--- src/design/yrcm_pkg.sv ---
`timescale 1ns / 1ps

package yrcm_pkg;

   localparam int MAX_WIDTH  = 4096;
   localparam int MAX_HEIGHT = 4096;

   // pair counter and row counter widths
   localparam int PAIR_W = $clog2(MAX_WIDTH / 2);
   localparam int ROW_W  = $clog2(MAX_HEIGHT);

   // fixed field widths
   localparam int DIM_W  = 13;
   localparam int OFS_W  = 12;
   localparam int IDX_W  = 24;
   localparam int CMP_W  = 14;
   localparam int CSR_IW = 3;

   localparam logic [CSR_IW-1:0] CSR_SOURCE_WIDTH  = 3'd0;
   localparam logic [CSR_IW-1:0] CSR_SOURCE_HEIGHT = 3'd1;
   localparam logic [CSR_IW-1:0] CSR_CROP_LEFT     = 3'd2;
   localparam logic [CSR_IW-1:0] CSR_CROP_TOP      = 3'd3;
   localparam logic [CSR_IW-1:0] CSR_DEST_WIDTH    = 3'd4;
   localparam logic [CSR_IW-1:0] CSR_DEST_HEIGHT   = 3'd5;
   localparam logic [CSR_IW-1:0] CSR_REVERSE_ROWS  = 3'd6;
   localparam logic [CSR_IW-1:0] CSR_REVERSE_COLS  = 3'd7;

   typedef struct packed {
      logic [DIM_W-1:0] source_width;
      logic [DIM_W-1:0] source_height;
      logic [OFS_W-1:0] crop_left;
      logic [OFS_W-1:0] crop_top;
      logic [DIM_W-1:0] dest_width;
      logic [DIM_W-1:0] dest_height;
      logic             reverse_rows;
      logic             reverse_cols;
   } cfg_type;

   typedef struct packed {
      logic             keep;
      logic             last;
      logic [DIM_W-1:0] dest_row;
      logic [DIM_W-1:0] dest_col;
   } place_type;

endpackage

--- src/design/yrcm_position.sv ---
`timescale 1ns / 1ps

module yrcm_position
   import yrcm_pkg::*;
(
   input  logic      clock,
   input  logic      reset,
   input  cfg_type   cfg,
   input  logic      step,
   output place_type place
);

   logic [PAIR_W-1:0] pair_column_ff, pair_column_in;
   logic [ROW_W-1:0]  source_row_ff, source_row_in;

   logic [CMP_W-1:0] pairs_lim;
   logic [CMP_W-1:0] rows_lim;
   logic [CMP_W-1:0] col_next;
   logic [CMP_W-1:0] row_next;
   logic [CMP_W-1:0] col;
   logic [CMP_W-1:0] row;
   logic [CMP_W-1:0] left;
   logic [CMP_W-1:0] top;
   logic [CMP_W-1:0] dw;
   logic [CMP_W-1:0] dh;
   logic [CMP_W-1:0] dr;
   logic [CMP_W-1:0] dc;
   logic [CMP_W-1:0] dr_out;
   logic [CMP_W-1:0] dc_out;

   // row length in pairs and frame height, saturated
   always_comb begin
      pairs_lim = CMP_W'(cfg.source_width[DIM_W-1:1]);
      if (pairs_lim == '0) begin
         pairs_lim = CMP_W'(1);
      end else if (pairs_lim > CMP_W'(MAX_WIDTH / 2)) begin
         pairs_lim = CMP_W'(MAX_WIDTH / 2);
      end
      rows_lim = CMP_W'(cfg.source_height);
      if (rows_lim == '0) begin
         rows_lim = CMP_W'(1);
      end else if (rows_lim > CMP_W'(MAX_HEIGHT)) begin
         rows_lim = CMP_W'(MAX_HEIGHT);
      end
   end

   always_comb begin
      col_next       = CMP_W'(pair_column_ff) + CMP_W'(1);
      row_next       = CMP_W'(source_row_ff) + CMP_W'(1);
      pair_column_in = pair_column_ff;
      source_row_in  = source_row_ff;
      if (step) begin
         if (col_next >= pairs_lim) begin
            pair_column_in = '0;
            if (row_next >= rows_lim) begin
               source_row_in = '0;
            end else begin
               source_row_in = row_next[ROW_W-1:0];
            end
         end else begin
            pair_column_in = col_next[PAIR_W-1:0];
         end
      end
   end

   always_ff @(posedge clock) begin
      if (reset) begin
         pair_column_ff <= '0;
         source_row_ff  <= '0;
      end else begin
         pair_column_ff <= pair_column_in;
         source_row_ff  <= source_row_in;
      end
   end

   // crop window test and destination position
   always_comb begin
      col    = CMP_W'({pair_column_ff, 1'b0});
      row    = CMP_W'(source_row_ff);
      left   = CMP_W'({cfg.crop_left[OFS_W-1:1], 1'b0});
      top    = CMP_W'(cfg.crop_top);
      dw     = CMP_W'({cfg.dest_width[DIM_W-1:1], 1'b0});
      dh     = CMP_W'(cfg.dest_height);
      dr     = row - top;
      dc     = col - left;
      dr_out = cfg.reverse_rows ? (dh - CMP_W'(1) - dr) : dr;
      dc_out = cfg.reverse_cols ? (dw - CMP_W'(1) - dc) : dc;

      place.keep     = (dw != '0) && (dh != '0) && (row >= top) && (dr < dh)
                       && (col >= left) && (dc < dw);
      place.last     = (dr == dh - CMP_W'(1)) && (dc == dw - CMP_W'(2));
      place.dest_row = dr_out[DIM_W-1:0];
      place.dest_col = dc_out[DIM_W-1:0];
   end

endmodule

--- src/design/yrcm_pixel.sv ---
`timescale 1ns / 1ps

module yrcm_pixel
   import yrcm_pkg::*;
(
   input  logic [7:0] luma,
   input  logic [7:0] chroma_u,
   input  logic [7:0] chroma_v,
   output logic [7:0] red,
   output logic [7:0] green,
   output logic [7:0] blue
);

   logic signed [21:0] y_ofs;
   logic signed [21:0] d;
   logic signed [21:0] e;
   logic signed [21:0] c;
   logic signed [21:0] r_sum;
   logic signed [21:0] g_sum;
   logic signed [21:0] b_sum;

   // negative to zero, otherwise scale down by 1024 and saturate
   function automatic logic [7:0] clamp_channel(input logic signed [21:0] s);
      logic [7:0] res;
      if (s[21]) begin
         res = 8'd0;
      end else if (|s[20:18]) begin
         res = 8'd255;
      end else begin
         res = s[17:10];
      end
      return res;
   endfunction

   always_comb begin
      y_ofs = $signed({14'd0, luma}) - 22'sd16;
      d     = $signed({14'd0, chroma_u}) - 22'sd128;
      e     = $signed({14'd0, chroma_v}) - 22'sd128;
      c     = y_ofs * 22'sd1192;
      r_sum = c + e * 22'sd1634;
      g_sum = c - e * 22'sd832 - d * 22'sd400;
      b_sum = c + d * 22'sd2066;
      red   = clamp_channel(r_sum);
      green = clamp_channel(g_sum);
      blue  = clamp_channel(b_sum);
   end

endmodule

--- src/design/yuv420_to_rgb_crop_mirror.sv ---
`timescale 1ns / 1ps

// channel   direction  handshake            payload
// req       in         req_tvalid/tready    tdata: luma_even, luma_odd, chroma_u, chroma_v
// rsp       out        rsp_tvalid/tready    tdata: dest_index, rgb even/odd, gray; tlast: frame_done
// csr       in         csr_wen              csr_index, csr_wdata
//
// one pair accepted per clock unless rsp stalls; two register stages, rsp_tvalid is registered
// behind both (crop test and position into the input register, index multiply and
// colour conversion into the output register). pairs outside the crop window leave no item.
// synchronous reset restores register defaults and clears the row and column counters.
// a stall on rsp holds both stages; req_tready drops only when both are full.

module yuv420_to_rgb_crop_mirror
   import yrcm_pkg::*;
(
   input  logic              clock,
   input  logic              reset,
   input  logic              req_tvalid,
   output logic              req_tready,
   input  logic [31:0]       req_tdata,   // luma_even, luma_odd, chroma_u, chroma_v
   output logic              rsp_tvalid,
   input  logic              rsp_tready,
   output logic [87:0]       rsp_tdata,   // dest_index, red_even, green_even, blue_even,
                                          // red_odd, green_odd, blue_odd, gray_even, gray_odd
   output logic              rsp_tlast,   // frame_done
   input  logic              csr_wen,
   input  logic [CSR_IW-1:0] csr_index,
   input  logic [DIM_W-1:0]  csr_wdata
);

   cfg_type   cfg_ff, cfg_in;
   place_type place;

   logic        s1_valid_ff, s1_valid_in;
   place_type   s1_place_ff;
   logic [31:0] s1_pixels_ff;

   logic        rsp_valid_ff, rsp_valid_in;
   logic [87:0] rsp_data_ff;
   logic        rsp_last_ff;

   logic accept;
   logic s2_load;

   logic [2*DIM_W-1:0] row_base;
   logic [IDX_W-1:0]   dest_index;
   logic [7:0]         red_even, green_even, blue_even;
   logic [7:0]         red_odd, green_odd, blue_odd;

   always_comb begin
      cfg_in = cfg_ff;
      if (csr_wen) begin
         unique case (csr_index)
            CSR_SOURCE_WIDTH:  cfg_in.source_width  = csr_wdata;
            CSR_SOURCE_HEIGHT: cfg_in.source_height = csr_wdata;
            CSR_CROP_LEFT:     cfg_in.crop_left     = csr_wdata[OFS_W-1:0];
            CSR_CROP_TOP:      cfg_in.crop_top      = csr_wdata[OFS_W-1:0];
            CSR_DEST_WIDTH:    cfg_in.dest_width    = csr_wdata;
            CSR_DEST_HEIGHT:   cfg_in.dest_height   = csr_wdata;
            CSR_REVERSE_ROWS:  cfg_in.reverse_rows  = csr_wdata[0];
            CSR_REVERSE_COLS:  cfg_in.reverse_cols  = csr_wdata[0];
         endcase
      end
   end

   always_ff @(posedge clock) begin
      if (reset) begin
         cfg_ff.source_width  <= DIM_W'(640);
         cfg_ff.source_height <= DIM_W'(480);
         cfg_ff.crop_left     <= '0;
         cfg_ff.crop_top      <= '0;
         cfg_ff.dest_width    <= DIM_W'(640);
         cfg_ff.dest_height   <= DIM_W'(480);
         cfg_ff.reverse_rows  <= 1'b0;
         cfg_ff.reverse_cols  <= 1'b0;
      end else begin
         cfg_ff <= cfg_in;
      end
   end

   assign s2_load    = s1_valid_ff && (!rsp_valid_ff || rsp_tready);
   assign req_tready = !s1_valid_ff || s2_load;
   assign accept     = req_tvalid && req_tready;

   yrcm_position u_position (
      .clock (clock),
      .reset (reset),
      .cfg   (cfg_ff),
      .step  (accept),
      .place (place)
   );

   always_comb begin
      if (accept) begin
         s1_valid_in = place.keep;
      end else if (s2_load) begin
         s1_valid_in = 1'b0;
      end else begin
         s1_valid_in = s1_valid_ff;
      end
      if (s2_load) begin
         rsp_valid_in = 1'b1;
      end else if (rsp_tready) begin
         rsp_valid_in = 1'b0;
      end else begin
         rsp_valid_in = rsp_valid_ff;
      end
   end

   always_ff @(posedge clock) begin
      if (reset) begin
         s1_valid_ff  <= 1'b0;
         rsp_valid_ff <= 1'b0;
      end else begin
         s1_valid_ff  <= s1_valid_in;
         rsp_valid_ff <= rsp_valid_in;
      end
   end

   always_ff @(posedge clock) begin
      if (accept) begin
         s1_place_ff  <= place;
         s1_pixels_ff <= req_tdata;
      end
   end

   // index wraps to its 24 bits
   always_comb begin
      row_base   = s1_place_ff.dest_row * {cfg_ff.dest_width[DIM_W-1:1], 1'b0};
      dest_index = row_base[IDX_W-1:0] + IDX_W'(s1_place_ff.dest_col);
   end

   yrcm_pixel u_pixel_even (
      .luma     (s1_pixels_ff[7:0]),
      .chroma_u (s1_pixels_ff[23:16]),
      .chroma_v (s1_pixels_ff[31:24]),
      .red      (red_even),
      .green    (green_even),
      .blue     (blue_even)
   );

   yrcm_pixel u_pixel_odd (
      .luma     (s1_pixels_ff[15:8]),
      .chroma_u (s1_pixels_ff[23:16]),
      .chroma_v (s1_pixels_ff[31:24]),
      .red      (red_odd),
      .green    (green_odd),
      .blue     (blue_odd)
   );

   always_ff @(posedge clock) begin
      if (s2_load) begin
         rsp_data_ff <= {s1_pixels_ff[15:8], s1_pixels_ff[7:0],
                         blue_odd, green_odd, red_odd,
                         blue_even, green_even, red_even,
                         dest_index};
         rsp_last_ff <= s1_place_ff.last;
      end
   end

   assign rsp_tvalid = rsp_valid_ff;
   assign rsp_tdata  = rsp_data_ff;
   assign rsp_tlast  = rsp_last_ff;

endmodule
--- config.mk ---
export PLATFORM = sky130hd
export DESIGN_NAME = yuv420_to_rgb_crop_mirror
export DESIGN_NICKNAME = d
export VERILOG_FILES = /design/src/design/yrcm_pkg.sv /design/src/design/yrcm_position.sv /design/src/design/yrcm_pixel.sv /design/src/design/yuv420_to_rgb_crop_mirror.sv
export SDC_FILE = /design/constraint.sdc
export NUM_CORES = 1
export LEC_CHECK = 0
export BUFFER_PORTS_ARGS = -buffer_cell sky130_fd_sc_hd__buf_2
export CAP_MARGIN = 20
export CORE_MARGIN = 2
export CORE_UTILIZATION = 52
export DETAILED_ROUTE_END_ITERATION = 7
export PLACE_DENSITY = 0.75
export SETUP_SLACK_MARGIN = 0.3
export SLEW_MARGIN = 10
export SYNTH_ARGS = -nofsm -noshare
export SYNTH_HDL_FRONTEND = slang
export SYNTH_SLANG_ARGS = --single-unit
--- constraint.sdc ---
create_clock -name clock -period 9.6 [get_ports clock]
set_clock_uncertainty 0.05 [all_clocks]
set_input_delay 1.44 -clock clock [delete_from_list [all_inputs] [get_ports clock]]
set_output_delay 1.44 -clock clock [all_outputs]
set_load 0.05 [all_outputs]
# ---- Word-level counts from Yosys, hierarchy flattened
# Cells that the tools add are included.
dict set report classes {
  addsub 22
  n_mul 7
  mux 18
  magnitude_cmp 8
  n_reduce_logical 34
  n_eq_ne 9
}
# op count
set op_table {}
lappend op_table {{$add A22 B22 Y22} 4}
lappend op_table {{$sub A22 B22 Y22} 4}
lappend op_table {{$mux W8} 6}
lappend op_table {{$mul A22 B9 Y19 const B} 2}
lappend op_table {{$mux W13} 3}
lappend op_table {{$eq A14 B14 Y1} 2}
lappend op_table {{$ge A14 B14 Y1} 2}
lappend op_table {{$lt A14 B13 Y1} 2}
lappend op_table {{$mux W14} 2}
lappend op_table {{$sub A12 B12 Y13} 2}
lappend op_table {{$sub A13 B13 Y13} 2}
lappend op_table {{$add A24 B13 Y24} 1}
lappend op_table {{$ge A12 B12 Y1} 2}
lappend op_table {{$mux W12} 2}
lappend op_table {{$mul A13 B12 Y23} 1}
lappend op_table {{$mul A22 B11 Y21 const B} 1}
lappend op_table {{$mul A22 B12 Y21 const B} 1}
lappend op_table {{$mul A22 B5 Y16 const B} 1}
lappend op_table {{$mul A22 B6 Y18 const B} 1}
lappend op_table {{$reduce_and A2 Y1} 9}
lappend op_table {{$reduce_or A3 Y1} 6}
lappend op_table {{$sub A8 B5 Y9 const B} 2}
lappend op_table {{$sub A8 B8 Y9 const B} 2}
lappend op_table {{$sub A13 B1 Y14 const B} 1}
lappend op_table {{other kinds (20)} 37}
dict set report word_totals {
  word_cells 122
  output_inout_bits 91
  register_bits 251
  inputBits 53
}

# ---- Longest topological paths before layout
# Gate-level depths: netlist of run 1.
dict set report depth {
  ltp_word 7
  depth_mapped 30
  depth_no_buf 30
}

# ---- By module
# Synthesis of run 1 repeated with hierarchy kept, for this count alone.
dict set report hier_totals {
  hier_cells 3727
  hier_area_um2 33592.2
}
# mod seq_area_each_um2 n_inst area_each_um2 cells_each
set modules_own_cells {}
lappend modules_own_cells {yuv420_to_rgb_crop_mirror 6045.8 1 12873.6 1198}
lappend modules_own_cells {{yrcm_pixel (u_pixel_even)} 0.0 1 7631.1 879}
lappend modules_own_cells {{yrcm_pixel (u_pixel_odd)} 0.0 1 7582.3 883}
lappend modules_own_cells {yrcm_position 460.4 1 5505.3 767}

# ---- Worst setup path before layout of run 1
# No wires, ideal clock.
dict set report synth_timing {
  kind {reg-to-reg}
  startpoint {reg s1_pixels_ff[12]}
  endpoint {reg rsp_data_ff[56] (netlist: rsp_tdata[56]) (data pin)}
  path_buffers 1
  setup_time_ps 273
  t_required_ps 9277
  path_stages_with_launch 27
  slack_ps 2933
  t_arrival_ps 6344
  synth_period_minus_slack_ps 6667
  cell_sequence {edfxtp_1 > inv_1 > ha_1 > nor3b_1 > clkbuf_1 > ha_1 > ha_1 > inv_1 > fa_1 > fa_1 > inv_1 > ha_1 > a21oi_1 > o21bai_1 > a21oi_1 > xnor2_1 > fa_1 > ha_1 > a21o_1 > a211oi_1 > nor2_1 > a211o_1 > a21o_1 > a21o_1 > a21oi_1 > xnor2_1 > nor2_1}
}
dict set report synth_via {
  elab_chain_cells 6
}
# item line
set synth_lines {}
lappend synth_lines {{start, declared} yuv420_to_rgb_crop_mirror.sv:37} ;# logic [31:0] s1_pixels_ff;
lappend synth_lines {{start signal, assigned} yuv420_to_rgb_crop_mirror.sv:124} ;# s1_pixels_ff <= req_tdata;
lappend synth_lines {{$sub A8 B5 Y9 *} yrcm_pixel.sv:36} ;# y_ofs = $signed({14'd0, luma}) - 22'sd16;
lappend synth_lines {{$mul A22 B9 Y19 *} yrcm_pixel.sv:39} ;# c = y_ofs * 22'sd1192;
lappend synth_lines {{$sub A22 B22 Y22 * (2 in a row)} yrcm_pixel.sv:41} ;# g_sum = c - e * 22'sd832 - d * 22'sd400;
lappend synth_lines {{$reduce_or A3 Y1} yrcm_pixel.sv:27} ;# end else if (|s[20:18]) begin
lappend synth_lines {{$mux W8} yrcm_pixel.sv:27}
lappend synth_lines {{end signal, assigned} yuv420_to_rgb_crop_mirror.sv:154} ;# rsp_data_ff <= {s1_pixels_ff[15:8], s1_pixels_ff[7:0],
lappend synth_lines {{end, declared} yuv420_to_rgb_crop_mirror.sv:40} ;# logic [87:0] rsp_data_ff;
# Every way passes the cells marked *; elsewhere a longest branch is shown, timed or not.
# A chain may end at the register's enable or synchronous reset.

# ---- Worst setup path in the final report of run 1
dict set report layout_timing {
  startpoint {reg s1_pixels_ff[12]}
  endpoint {reg rsp_data_ff[58] (netlist: rsp_tdata[58]) (data pin)}
}
# The elaborated chain is that of the path after synthesis.

==> results.sh, run 1 <==
export IMPL_synth_edf_count=148
export IMPL_path_max_fanout=8
export IMPL_core_area_sq_um=56200
export IMPL_grt_max_degree=72
export IMPL_timing_slew_headroom_pct=28.4
export IMPL_num_vias=23100
export IMPL_end_kind="flop"
export IMPL_yosys_area_top_type="ha_1"
export IMPL_htree_levels=1
export IMPL_power_mw=10.3
export IMPL_die_x_microns=242
export IMPL_finalNetCount=4183
export IMPL_worstSetupStartpointType="flop"
export IMPL_yosysSeqAreaShare_pct=21.9
export IMPL_hold_depth=0
export IMPL_grt_setup_unrepaired="false"
export IMPL_leakagePower_nw=15.2
export IMPL_hold_viol=0
export IMPL_reg2reg_to="rsp_tdata[58]$_SDFFCE_PP0P_"
export IMPL_synthTopCellsByArea="ha_1, edfxtp_1, fa_1"
export IMPL_min_from="s1_place_ff[0]$_SDFFCE_PN0P_"
export IMPL_holdPathEnd="rsp_tdata[0]$_DFFE_PP_"
export IMPL_drv_cap=0
export IMPL_cts_resized=0
export IMPL_synth_flop_cell="edfxtp_1"
export IMPL_synth_fa_ha_area_share_pct=34.6
export IMPL_routedWlPerCell_microns=16.9
export IMPL_worstSetupPathType="flop to flop"
export IMPL_synth_xor_area_share_pct=7.12
export IMPL_status="completed"
export IMPL_port_buffers=143
export IMPL_reg2reg_from="s1_pixels_ff[12]$_DFFE_PP_"
export IMPL_io_pins=144
export IMPL_ys_seq_elements=248
export IMPL_use_met3_pct=4.03
export IMPL_postRouteAntennaNets=0
export IMPL_cts_root_buffer="clkbuf_16"
export IMPL_numCtsBuffers=31
export IMPL_hold_buffers=0
export IMPL_ir_drop_mv=0.368
export IMPL_start_util_pct=52.3
export IMPL_drc_errors=0
export IMPL_syn_area_per_cell_sq_um=8.86
export IMPL_fin_hold_ws_ns=0.383
export IMPL_synth_top_cell_area_share_pct=21.4
export IMPL_clkLatencyLatePin_ns=0.61
export IMPL_async_reset_ff_share_pct=0
export IMPL_synthSimpleGateAreaFrac_pct=14.6
export IMPL_post_cts_buffers=0
export IMPL_post_route_period_util_pct=76.2
export IMPL_postLayoutCoreUtil_pct=57.0
export IMPL_cts_tree="built"
export IMPL_firstDrtPassIters=5
export IMPL_yosysMostFrequentCell="inv_1"
export IMPL_grt_pass1_vias=22400
export IMPL_gr_max_usage_layer="met2"
export IMPL_syn_num_nets=4067
export IMPL_yosys_top_cells_count="inv_1, ha_1, nand2_1"
export IMPL_min_period_ns=7.32
export IMPL_fin_tns_setup_ns=0
export IMPL_dp_hpwl_mm=57.3
export IMPL_antenna_found_initial=3
export IMPL_synth_top_family_by_area="adder cells"
export IMPL_routabilityCongestion=0.948
export IMPL_crit_required_ns=9.88
export IMPL_slew_violations=0
export IMPL_routed_wl_mm=71.2
export IMPL_grtUsageTotal_pct=24.4
export IMPL_syn_to_final_growth_pct=8.94
export IMPL_yosys_warnings=0
export IMPL_power_density_nw_per_um2=321
export IMPL_met1_usage_pct=31.5
export IMPL_hp_class="flop to flop"
export IMPL_synthMuxAreaShare_pct=0.502
export IMPL_dieArea_sq_um=58400
export IMPL_drt_iter0_drc=1417
export IMPL_avgViaCountPerCell=5.48
export IMPL_r2r_slack_ns=2.28
export IMPL_syn_inst=3317
export IMPL_fmax_ghz=0.137
export IMPL_rows=87
export IMPL_clock_sinks=248
export IMPL_gr_usage_met2_pct=41.0
export IMPL_diodes=0
export IMPL_drive_gt1_share_pct=7.35
export IMPL_ff2ff_path_depth=26
export IMPL_cts_clk_slew_worst_paths_ns=0.06
export IMPL_globalRouteOverflowTotal=0
export IMPL_die_h_microns=242
export IMPL_worst_pin_slew_ns=1.07
export IMPL_synth_compound_area_share_pct=13.7
export IMPL_syn_area_sq_um=29400
export IMPL_grt_pass1_wl_mm=115
export IMPL_synth_cell_types=84
export IMPL_cts_path_max_buffers=3
export IMPL_finalSetupViolCount=0
export IMPL_crit_arrival_ns=7.60
-- critical path, cell delays in order, from the launching register on --
cell      delay (ns)
edfxtp_1        0.42
inv_1           0.17
ha_1            0.21
xor2_1          0.31
ha_1            0.31
ha_1            0.31
ha_1            0.28
inv_1           0.06
fa_1            0.53
inv_1           0.07
fa_1            0.45
a21o_1          0.19
a21oi_1         0.24
o21bai_1        0.10
a21oi_1         0.24
o21ai_0         0.17
xor2_1          0.60
fa_1            0.55
ha_1            0.34
o21ai_0         0.16
nor2_1          0.07
a211o_1         0.27
a21o_1          0.18
a21o_1          0.16
a21oi_1         0.17
xnor2_1         0.33
nor2_1          0.12
-- stage by stage --
stage               area (sq um)  setup slack (ns)  instances
floorplan                  29400              2.93       3317
global placement           30900              2.53       4156
detailed placement         30900              2.42       4156
CTS                        32000              2.33       4214
global route               32000              1.77       4214
finish                     32000              2.28       4214
-- registers in the layout, indices dropped and copies added (netlist names) --
name	cells
s1_pixels_ff	32
cfg_ff	75
s1_valid_ff	1
rsp_tvalid	1
s1_place_ff	27
u_position.source_row_ff	12
rsp_tdata	88
rsp_tlast	1
u_position.pair_column_ff	11
-- cells by family (layout without fill, tap and decap cells) --
group | Yosys count | count (layout)
AOI/OAI and AO/OA | 623 | 623
and+or+nand+nor | 909 | 909
xor gates and xnor gates | 234 | 234
DFF | 248 | 248
muxes | 14 | 14
adders and majority gates | 697 | 697
buffers and inverters | 592 | 733
-- layer usage --
| layer | share of wire [%] | vias up |
|---|---|---|
| met3 | 6.0 | 138 |
| li1 | - | 11400 |
| met2 | 47 | 611 |
| met5 | 0.037 | - |
| met4 | 4.4 | 4 |
| met1 | 43 | 10900 |
-- report_power, final --
part,total (mW),internal (mW),switching [mW]
registers,1.38,1.31,0.0757
clock network,1.28,0.776,0.501
logic,7.62,3.17,4.45
-- area by class of cell --
cell class,instances,area (sq um)
clock inverters,18,228
flip-flops and latches,248,6450
fillers,5069,24200
inverters,519,1950
multi-input cells,2477,20700
repair buffers,156,813
well taps,756,946
clock buffers,40,902
-- worst max-delay path by stage --
| stage | from | to | slack (ns) |
|---|---|---|---|
| global route | s1_pixels_ff[31]$_DFFE_PP_ | rsp_tdata[31]$_SDFFCE_PP0P_ | 1.77 |
| global placement | s1_pixels_ff[31]$_DFFE_PP_ | rsp_tdata[27]$_SDFFCE_PP0P_ | 2.53 |
| finish | s1_pixels_ff[12]$_DFFE_PP_ | rsp_tdata[58]$_SDFFCE_PP0P_ | 2.28 |
| CTS | s1_pixels_ff[31]$_DFFE_PP_ | rsp_tdata[28]$_SDFFCE_PP0P_ | 2.33 |
| floorplan | s1_pixels_ff[12]$_DFFE_PP_ | rsp_tdata[56]$_SDFFCE_PP0P_ | 2.93 |
| detailed placement | s1_pixels_ff[12]$_DFFE_PP_ | rsp_tdata[58]$_SDFFCE_PP0P_ | 2.42 |
-- layout by cell type (no fill, tap or decap), drive strengths merged, types with 18 or more instances in the layout --
master / count
o21a: 82
dfxtp: 100
nand3b: 18
nand2: 371
xnor2: 176
o21ai: 109
edfxtp: 148
nand3: 57
clkbuf: 40
xor2: 57
buf: 156
inv: 525
nor3: 54
and3: 22
o21bai: 21
nor2: 169
nor2b: 43
a21o: 57
fa: 194
and2: 65
ha: 503
nand2b: 29
a21oi: 225
(Power assumes the default switching activity.)
==> run 2, diff against run 1 <==
- clock period: 9.6 -> 7.4 ns (I/O delays scaled with it)
==> results.sh, run 2 (synthesis gave the netlist of run 1 again) <==
export IMPL_status="completed"
export IMPL_instances_no_fill=4238
export IMPL_drc_errors=0
export IMPL_htree_levels=1
export IMPL_start_util_pct=52.3
export IMPL_grtUsageTotal_pct=24.9
export IMPL_antenna_found_initial=1
export IMPL_ir_drop_mv=0.533
export IMPL_pre_cts_ws_ns=0.353
export IMPL_globalRouteOverflowTotal=0
export IMPL_min_period_ns=6.73
export IMPL_fin_tns_setup_ns=0
export IMPL_grt_pass1_wl_mm=118
export IMPL_ff2ff_path_depth=27
export IMPL_postRouteAntennaNets=0
export IMPL_grt_max_degree=65
export IMPL_post_route_period_util_pct=90.9
export IMPL_post_place_cells=4174
export IMPL_port_buffers=143
export IMPL_switching_share_pct=49.6
export IMPL_power_density_nw_per_um2=427
export IMPL_end_kind="flop"
export IMPL_finalSetupViolCount=0
export IMPL_dieArea_sq_um=58400
export IMPL_numCtsBuffers=31
export IMPL_timing_slew_headroom_pct=28.1
export IMPL_dp_hpwl_mm=58.9
export IMPL_postLayoutCoreUtil_pct=57.5
export IMPL_drv_cap=0
export IMPL_cts_tree="built"
export IMPL_holdPathEnd="rsp_tdata[0]$_DFFE_PP_"
export IMPL_die_x_microns=242
export IMPL_hold_depth=0
export IMPL_rows=87
export IMPL_cts_clk_slew_worst_paths_ns=0.06
export IMPL_grt_pass1_vias=22700
export IMPL_fin_ws_ns=0.671
export IMPL_crit_required_ns=7.68
export IMPL_num_vias=23400
export IMPL_final_common_cell="inv_1"
export IMPL_io_pins=144
export IMPL_worst_pin_slew_ns=1.08
export IMPL_cts_path_max_buffers=3
export IMPL_die_h_microns=242
export IMPL_min_from="s1_place_ff[0]$_SDFFCE_PN0P_"
export IMPL_p_int_mw=6.95
export IMPL_largest_register_ffs=88
export IMPL_hp_class="flop to flop"
export IMPL_fmax_ghz=0.149
export IMPL_routed_wl_mm=73.3
export IMPL_routedWlPerCell_microns=17.3
export IMPL_reg2reg_from="s1_pixels_ff[12]$_DFFE_PP_"
export IMPL_power_switching_mw=6.82
export IMPL_clkLatencyLatePin_ns=0.59
export IMPL_drt_iter0_drc=1645
export IMPL_reg2reg_to="rsp_tdata[62]$_SDFFCE_PP0P_"
export IMPL_firstDrtPassIters=6
export IMPL_routabilityCongestion=0.971
export IMPL_cts_root_buffer="clkbuf_16"
export IMPL_slew_violations=0
export IMPL_r2r_slack_ns=0.67
export IMPL_diodes=0
export IMPL_layout_common_cells="inv_1, ha_1, nand2_1"
export IMPL_worstSetupStartpointType="flop"
export IMPL_drive_gt1_share_pct=8.62
export IMPL_worstSetupPathType="flop to flop"
export IMPL_grt_setup_unrepaired="false"
export IMPL_crit_arrival_ns=7.01
export IMPL_finalNetCount=4208
export IMPL_p_comb_share_pct=75.6
export IMPL_core_area_sq_um=56200
export IMPL_hold_viol=0
export IMPL_syn_to_final_growth_pct=9.80
export IMPL_pwr_share_seq_pct=13.0
export IMPL_leakagePower_nw=15.3
export IMPL_fill_cells=4997
export IMPL_path_max_fanout=8
export IMPL_p_clk_share_pct=11.4
export IMPL_fin_hold_ws_ns=0.370
export IMPL_clock_sinks=248
export IMPL_avgViaCountPerCell=5.52
-- run 2: what timing repair did --
item | in CTS | in global routing
hold endpoints to repair | 0 | 0
resized for setup | 0 | 27
hold buffers | 0 | 0
buffers inserted | 0 | 7
setup endpoints to repair | 0 | 48
-- run 2: layer usage --
| metal | routed length (microns) | vias to the layer above | track usage [%] |
|---|---|---|---|
| met1 | 31100 | 11100 | 32.6 |
| met2 | 34700 | 628 | 42.4 |
| met3 | 4390 | 165 | 3.07 |
| li1 | - | 11400 | - |
| met5 | 13 | - | 0 |
| met4 | 3080 | 2 | 9.24 |
-- run 2: metrics by stage --
stage          power (mW)  instance area (sq um)
2_1_floorplan        9.41                  29400
4_1_cts              13.5                  32100
6_report             13.8                  32300
3_3_place_gp         11.6                  31000
5_1_grt              15.0                  32300
3_5_place_dp         11.8                  31000
-- run 2: how the worst max path moves through the flow --
| stage | from | end |
|---|---|---|
| finish | s1_pixels_ff[12]$_DFFE_PP_ | rsp_tdata[62]$_SDFFCE_PP0P_ |
| global route | s1_pixels_ff[4]$_DFFE_PP_ | rsp_tdata[39]$_SDFFCE_PP0P_ |
| floorplan | s1_pixels_ff[12]$_DFFE_PP_ | rsp_tdata[56]$_SDFFCE_PP0P_ |
| CTS | s1_pixels_ff[4]$_DFFE_PP_ | rsp_tdata[34]$_SDFFCE_PP0P_ |
| global placement | s1_pixels_ff[12]$_DFFE_PP_ | rsp_tdata[60]$_SDFFCE_PP0P_ |
| detailed placement | s1_pixels_ff[4]$_DFFE_PP_ | rsp_tdata[34]$_SDFFCE_PP0P_ |
-- run 2: power by group through the flow --
| stage | Clock [mW] | Sequential [mW] | Combinational [mW] |
|---|---|---|---|
| 3_5_place_dp | 0 | 1.82 | 9.97 |
| 6_report | 1.58 | 1.79 | 10.4 |
| 2_1_floorplan | 0 | 1.86 | 7.56 |
| 4_1_cts | 1.61 | 1.79 | 10.1 |
| 3_3_place_gp | 0 | 1.82 | 9.83 |
| 5_1_grt | 1.66 | 1.80 | 11.6 |
-- run 2: area by class of cell --
type                       count  area [sq um]  share of cell area [%]
clock inverter                19           186                   0.578
tap                          756           946                    2.93
clock buffer                  38           876                    2.71
inverter                     519          1950                    6.04
timing repair buffer         181          1000                    3.10
sequential                   248          6450                    20.0
multi-input combinational   2477         20900                    64.7
-- run 2: critical path, cell delays in order, from the launching register on --
cell,delay (ns)
edfxtp_1,0.44
inv_2,0.13
ha_1,0.25
inv_1,0.14
ha_1,0.25
ha_1,0.30
ha_1,0.27
inv_1,0.05
fa_1,0.53
inv_1,0.05
ha_1,0.21
fa_1,0.41
a21o_1,0.21
a21oi_2,0.18
o21bai_1,0.11
a21oi_2,0.21
xnor2_2,0.18
fa_1,0.49
ha_1,0.35
a21o_1,0.17
a211oi_1,0.23
nor2_1,0.09
a211o_1,0.26
a21o_1,0.18
a21o_1,0.17
a21oi_1,0.22
xnor2_2,0.22
nor2_1,0.11
